--- src/sv/aluex_pkg.sv ---
// ----------------------------------------------------------------------------
// aluex_pkg
// Types and constants shared by the register ALU execute unit.
// ----------------------------------------------------------------------------
package aluex_pkg;

  localparam logic       CMD_EXEC  = 1'b0;
  localparam logic       CMD_WRITE = 1'b1;

  localparam logic [3:0] CLASS_OPQ = 4'd6;

  localparam logic [3:0] FN_ADD = 4'd0;
  localparam logic [3:0] FN_SUB = 4'd1;
  localparam logic [3:0] FN_AND = 4'd2;
  localparam logic [3:0] FN_XOR = 4'd3;
  localparam logic [3:0] FN_MUL = 4'd4;
  localparam logic [3:0] FN_DIV = 4'd5;
  localparam logic [3:0] FN_MOD = 4'd6;

  localparam logic [5:0] MUL_LAST = 6'd3;
  localparam logic [5:0] DIV_LAST = 6'd63;

  typedef struct packed {
    logic        cmd;
    logic [3:0]  opcode_class;
    logic [3:0]  alu_function;
    logic [3:0]  src_reg;
    logic [3:0]  dest_reg;
    logic [63:0] next_pc;
    logic [63:0] load_value;
  } in_item_t;

  typedef struct packed {
    logic        ok;
    logic [63:0] result_value;
    logic        sign_flag;
    logic        zero_flag;
    logic [63:0] pc_value;
  } out_item_t;

  typedef enum logic [2:0] {
    ST_IDLE,
    ST_READ,
    ST_EXEC,
    ST_MUL,
    ST_DIV,
    ST_DONE
  } state_t;

  typedef enum logic [1:0] {
    K_SIMPLE,
    K_MUL,
    K_DIV,
    K_MOD
  } op_kind_t;

  typedef struct packed {
    logic capture;
    logic read;
    logic exec;
    logic step;
    logic commit;
  } ctrl_cmd_t;

  typedef struct packed {
    logic long_mul;
    logic long_div;
    logic iter_last;
  } dp_status_t;

endpackage

--- src/sv/aluex_ctrl.sv ---
// ----------------------------------------------------------------------------
// aluex_ctrl
// Sequencer for the execute unit: capture, register read, execute,
// multiply or divide iterations, commit; also owns the result valid flag.
// ----------------------------------------------------------------------------
module aluex_ctrl import aluex_pkg::*; (
  input  logic       clk,
  input  logic       rst_n,
  input  logic       in_valid,
  output logic       in_stall,
  output logic       out_valid,
  input  logic       out_stall,
  input  dp_status_t status,
  output ctrl_cmd_t  cmd
);

  state_t state_r, state_nxt;
  logic   out_valid_r, out_valid_nxt;
  logic   can_commit;

  assign can_commit = !out_valid_r || !out_stall;

  always_comb begin
    state_nxt = state_r;
    unique case (state_r)
      ST_IDLE: if (in_valid) state_nxt = ST_READ;
      ST_READ: state_nxt = ST_EXEC;
      ST_EXEC: begin
        priority if (status.long_mul) state_nxt = ST_MUL;
        else if (status.long_div)     state_nxt = ST_DIV;
        else                          state_nxt = ST_DONE;
      end
      ST_MUL:  if (status.iter_last) state_nxt = ST_DONE;
      ST_DIV:  if (status.iter_last) state_nxt = ST_DONE;
      ST_DONE: if (can_commit) state_nxt = ST_IDLE;
      default: state_nxt = ST_IDLE;
    endcase
  end

  always_comb begin
    cmd         = '0;
    in_stall    = 1'b1;
    unique case (state_r)
      ST_IDLE: begin
        in_stall    = 1'b0;
        cmd.capture = in_valid;
      end
      ST_READ: cmd.read   = 1'b1;
      ST_EXEC: cmd.exec   = 1'b1;
      ST_MUL:  cmd.step   = 1'b1;
      ST_DIV:  cmd.step   = 1'b1;
      ST_DONE: cmd.commit = can_commit;
      default: cmd        = '0;
    endcase
  end

  always_comb begin
    out_valid_nxt = out_valid_r;
    if (out_valid_r && !out_stall) out_valid_nxt = 1'b0;
    if (cmd.commit) out_valid_nxt = 1'b1;
  end

  assign out_valid = out_valid_r;

  always_ff @(posedge clk) begin
    if (!rst_n) begin
      state_r     <= ST_IDLE;
      out_valid_r <= 1'b0;
    end else begin
      state_r     <= state_nxt;
      out_valid_r <= out_valid_nxt;
    end
  end

endmodule

--- config.mk ---
export PLATFORM = sky130hd
export DESIGN_NAME = aluex_ctrl
export DESIGN_NICKNAME = d
export VERILOG_FILES = /design/src/sv/aluex_pkg.sv /design/src/sv/aluex_ctrl.sv
export SDC_FILE = /design/constraint.sdc
export NUM_CORES = 1
export LEC_CHECK = 0
export BUFFER_PORTS_ARGS = -buffer_cell sky130_fd_sc_hd__buf_2
export CAP_MARGIN = 30
export CORE_AREA = 2 2 39 41
export CTS_BUF_LIST = sky130_fd_sc_hd__clkbuf_4 sky130_fd_sc_hd__clkbuf_8 sky130_fd_sc_hd__clkbuf_16
export CTS_CLUSTER_SIZE = 40
export DETAILED_ROUTE_END_ITERATION = 12
export DIE_AREA = 0 0 41 43
export GPL_TIMING_DRIVEN = 0
export PLACE_DENSITY = 0.46
export SYNTH_ARGS = -nofsm -noshare
export SYNTH_HDL_FRONTEND = slang
export SYNTH_SLANG_ARGS = --single-unit
--- constraint.sdc ---
create_clock -name clk -period 3.2 [get_ports clk]
set_clock_uncertainty 0.05 [all_clocks]
set_input_delay 0.32 -clock clk [delete_from_list [all_inputs] [get_ports clk]]
set_output_delay 0.32 -clock clk [all_outputs]
set_load 0.005 [all_outputs]
==> run metrics, run 1 <==
status=complete, no violations; CTS Buf Count=3; Slew headroom=72.91%; Core Box Area=around 1400 um^2; period utilisation layout=between 50% and 60%; Finish-stage setup viols=0; commonest non-fill, non-tap cell in the layout=buf_2; Final nets=64; initial antenna violation count=0; CP Launch Point=state_r[0]; worst path buffer plus inverter count=3; Worst Path Required=about 2.8 ns; Max Clk Rate=0.5519 GHz; drt pass-1 iters=1; Final Hold Fails=0; count of final max-slew check failures=0; Util after Layout=between 20% and 30%; sequential area share after synthesis=approximately 27%; critical path arrival=roughly 1.4 ns; Post-CTS Resized=0; Period minus WS final=between 1.5 and 2 ns; post-synth cell types=21; fin worst setup slack=around 1.4 ns; Filler Cells Inserted=between 150 and 200; Root Driver=clkbuf_4; number of non-filler instances in the completed layout=71; Max IR drop VDD=between 0.2 and 0.25 mV; io pins=14; Max Cap Viol=0; worst hold slack=approximately 0.32 ns; antenna cell count=0; clk slew on worst S/H paths=around 0.040 ns; Synth-to-Final Area Change=36.75%; Slowest cell on crit path=dfxtp_1; slowest stage delay, CP=between 0.3 and 0.4 ns; DR DRC count=0; commonest cells after routing, fill and taps aside=buf_2, a21oi_1, nor2_1; vias=317; die width=around 41 um; RSZ-0062 raised after global routing=false; Hold Path Origin=out_stall; fraction of layout cells with a size suffix above 1=38.18%; CTS tree=built; worst hold stages=3; synthesized instance count=39; clock sinks=4; CTS Hold Bufs=0; Skew-Pair Late Insertion Delay=between 0.2 and 0.25 ns; crit-path leading delay family=buffers and inverters; htree depth=1; Site Rows=14; final WL=slightly above 700 um; worst-margin pin slew=0.4063 ns; Setup TNS=0 ns; Crit. End Element=primary output; RR Startpoint=state_r[0]; global route overflow=0; Hold Path Sink=out_valid; vias in the first global route=~240; WS Path Type=reg2out; Synth Cell Area=a little under 300 um^2; first-pass GRT wire length=952 um; critical-path maximum fanout=10; setup bufs post-CTS=0; CP Launch Type=flop; crit path cell chain=clkbuf_1 -> nand3b_1 -> a21oi_1 -> buf_4 -> buf_2; R2R Setup Slk=1.73 ns; Iter 0 DRT Violations=0; Global Route Usage Sum=about 8.3%; min-delay worst type=in2reg; post-route ant nets=0; placed insts=slightly below 70; Lkg Pwr=approximately 0.0002 uW; Net Count, Synth=46; FF+latch count, synth=4; Crit Reg-Reg Endpoint=state_r[2]; R2R cell count=5; Max clock buf depth=2; dpl ws=approximately 1.6 ns; pin count of the biggest net entering global routing=11; detailed placer's ending HPWL=between 500 and 600 um; IO buf count=13; DR WL/cell=around 10 um; Syn Area/Cell=around 7.5 um^2; die height=43 um; PwrDens=slightly above 900 nW/um^2; yosys warns=0; Initial Util=21.16%; Via density=between 4 and 5; die area=approximately 1800 um^2; Final Wtd Congestion=between 0.7 and 0.8
## final cells by class
class	count	area, um^2	share of cell area, %
plain buffers	4	30.03	7.500
clock buffers	3	22.52	5.625
inverters	2	7.507	1.875
multi-input cells	29	175.2	43.75
flip-flops and latches	4	80.08	20.00
well taps	16	20.02	5.000
repair buffers	13	65.06	16.25
## through the flow
step | area (um^2) | total power, uW
floorplan | 292.8 | 238.1
global placement | 377.9 | 302.4
detailed placement | 377.9 | 304.5
CTS | 400.4 | 369.2
global route | 400.4 | 399.4
finish | 400.4 | 364.9
## flip-flops by register name (all words and copies together), names as in the netlist
name / cells
out_valid: 1
state_r: 3
## cells in the mapped netlist
cell	count	area (um^2)
a21o_1	1	7.510
a21o_2	1	8.760
a21oi_1	5	25.02
a22oi_1	1	7.510
a311oi_1	1	8.760
buf_4	2	15.01
buf_6	1	11.26
clkbuf_1	1	3.750
dfxtp_1	4	80.08
inv_1	2	7.510
nand2_1	3	11.26
nand3b_1	2	15.01
nand4_1	1	6.260
nor2_1	5	18.77
nor2b_1	1	6.260
nor3_1	2	10.01
nor3b_1	1	7.510
o2111a_1	1	11.26
or2b_1	1	7.510
or3_1	2	12.51
or3b_4	1	11.26
## power breakdown
part	total, uW	switching, uW	internal [uW]
combinational	225	112	113
clock	60.9	19.1	41.8
sequential	78.5	9.78	68.8
## worst max-delay path by stage
stage | to | depth (start not counted) | slack, ns
after CTS | cmd[0] | 5 | 1.36
after global placement | cmd[0] | 5 | 1.62
final | cmd[0] | 5 | 1.39
after floorplan | cmd[4] | 3 | 1.84
after global routing | cmd[0] | 5 | 1.25
after detailed placement | cmd[0] | 5 | 1.61
## worst min-delay path: stages
cell	delay (ns)
buf_2	0.11
nand2_1	0.06
a21oi_1	0.05
## kinds of logic after synthesis
group	synth area share, %
and+or+nand+nor	36.33
AOI/OAI and AO/OA	23.51
buffers and inverters	12.82
DFF	27.35
## routing by layer
metal,up-vias,part of all wire (%),wire (um),track usage (%)
met3,0,5.4,38,1.571
met1,136,51,363,11.86
met5,-,0,0,0
met2,12,43,308,9.688
met4,0,0,0,8.000
li1,169,-,-,-
(Power assumes the default switching activity.)
==> inputs of run 2 (changes only) <==
--- a/config.mk
+++ b/config.mk
@@ -13,7 +13,7 @@
 export DETAILED_ROUTE_END_ITERATION = 12
 export DIE_AREA = 0 0 41 43
 export GPL_TIMING_DRIVEN = 0
-export PLACE_DENSITY = 0.46
+export PLACE_DENSITY = 0.48
 export SYNTH_ARGS = -nofsm -noshare
 export SYNTH_HDL_FRONTEND = slang
 export SYNTH_SLANG_ARGS = --single-unit
==> constraint.sdc (replaced) <==
create_clock -name clk -period 1.5 [get_ports clk]
set_clock_uncertainty 0.05 [all_clocks]
set_input_delay 0.15 -clock clk [delete_from_list [all_inputs] [get_ports clk]]
set_output_delay 0.15 -clock clk [all_outputs]
set_load 0.005 [all_outputs]
==> run 2 against run 1 <==
  * Clock power increased by 130%
  * Critical endpoint is now state_r[0]
  * Highest routed layer unchanged
  * Via count increased by 14%
  * Sequential cell count stayed put
  * Register-to-register slack worse by 1.7 ns
  * Combinational power rose to 3.2 times the previous value
  * Die area did not move
  * Cell count grew 9.9%
  * Clock-buffer cell count is the same
  * Sequential share of layout area down 2.9 points
==> run metrics, run 2 (synthesis gave the netlist of run 1 again) <==
Core Box Area=1384 um^2; min-delay worst type=in2reg; Via density=4.615; dpl cell area=about 380 um^2; Max IR drop VDD=approximately 0.76 mV; period utilisation layout=slightly below 100%; RSZ-0062 raised after global routing=true; fin worst setup slack=0.02751 ns; DR WL/cell=around 11 um; critical path arrival=1.53 ns; Max clock buf depth=2; critical-path maximum fanout=5; Crit Reg-Reg Endpoint=state_r[0]; Max Clk Rate=0.6791 GHz; htree depth=1; Period minus WS final=about 1.5 ns; count of final max-slew check failures=0; IO buf count=13; Final Wtd Congestion=slightly above 0.7; R2R Setup Slk=between 0.02 and 0.03 ns; Final Hold Fails=0; RR Startpoint=state_r[1]; worst hold stages=3; io pins=14; CP Launch Point=state_r[1]; Lkg Pwr=approximately 0.00025 uW; Global Route Usage Sum=9.438%; CTS tree=built; Finish-stage setup viols=0; die height=approximately 43 um; max reg flops=3; Final nets=a little over 70; PwrDens=around 2100 nW/um^2; vias=360; Slew headroom=between 80 and 90%; number of non-filler instances in the completed layout=just under 80; DR DRC count=0; detailed placer's ending HPWL=489.9 um; CTS Buf Count=3; Site Rows=14; status=complete, no violations; first-pass GRT wire length=a little over 1000 um; Initial Util=21.16%; clock sinks=4; dpl ws=0.06362 ns; Setup TNS=0 ns; Synth-to-Final Area Change=72.65%; antenna cell count=0; CTS Hold Bufs=0; R2R cell count=5; commonest cells after routing, fill and taps aside=buf_2, buf_4, nor2_1; Biggest register=state_r; post-route ant nets=0; die area=approximately 1800 um^2; Max Cap Viol=0; drt pass-1 iters=4; pin count of the biggest net entering global routing=11; final WL=~850 um; fraction of layout cells with a size suffix above 1=62.90%; CP Launch Type=flop; vias in the first global route=256; clk slew on worst S/H paths=about 0.04 ns; die width=41 um; Iter 0 DRT Violations=8; commonest non-fill, non-tap cell in the layout=buf_2; Util after Layout=between 30% and 40%; worst setup path endpoint=state_r[0]; global route overflow=0; Root Driver=clkbuf_4; WS Path Type=reg2reg; Worst Path Required=approximately 1.6 ns; final non-filler cell area=between 500 and 600 um^2; Skew-Pair Late Insertion Delay=between 0.2 and 0.25 ns; initial antenna violation count=0; Crit. End Element=flop; placed insts=68; worst-margin pin slew=roughly 0.2 ns
==> run 2: cell count changes in the layout (fill, tap and decap cells not counted), sizes merged <==
cell,delta
clkbuf,-1
buf,+8
==> run 2: what timing repair did <==
item	in CTS	in global routing
cloned	0	1
pin swaps	0	5
setup endpoints to repair	3	6
gates resized for setup	3	13
buffers inserted	0	6
==> run 2: area by class of cell <==
cell class,instances,area [um^2]
Multi-Input combinational cell,29,209.0
Timing Repair Buffer,20,115.1
Sequential cell,4,86.33
Buffer,4,45.04
Clock buffer,3,22.52
Inverter,2,7.507
Fill cell,156,878.3
Tap cell,16,20.02
==> run 2: how the worst min path moves through the flow <==
stage                     startpoint   endpoint  slack [ns]
after CTS                  out_stall  out_valid        0.14
final                      out_stall  out_valid        0.15
after detailed placement   out_stall  out_valid        0.39
after floorplan            out_stall  out_valid        0.24
after global placement     out_stall  out_valid        0.38
after global routing       out_stall  out_valid        0.14
==> run 2: layer usage <==
metal	up-vias	GRT usage [%]	routed length (um)
met1	157	11.58	379
li1	185	-	-
met3	0	4.712	58
met5	-	0	0
met2	18	10.63	412
met4	0	10.00	0
==> run 2: per-stage QoR <==
step / total power (uW) / hold WS (ns)
global placement: 644.8 / 0.3813
global route: 1134 / 0.1406
CTS: 804.3 / 0.1376
floorplan: 508.0 / 0.2439
detailed placement: 642.3 / 0.3860
finish: 1045 / 0.1460
==> run 2: critical path, stage by stage (launching register included) <==
cell	delay, ns
dfxtp_2	0.31
buf_6	0.12
or3b_4	0.40
a21o_4	0.25
a21oi_2	0.15
a311oi_2	0.06
==> run 2: power by group <==
part | internal (uW) | switching, uW | total, uW
combinational | 411 | 305 | 716
clock | 89.8 | 48.8 | 139
sequential | 159 | 31.2 | 190
total | 660 | 385 | 1040
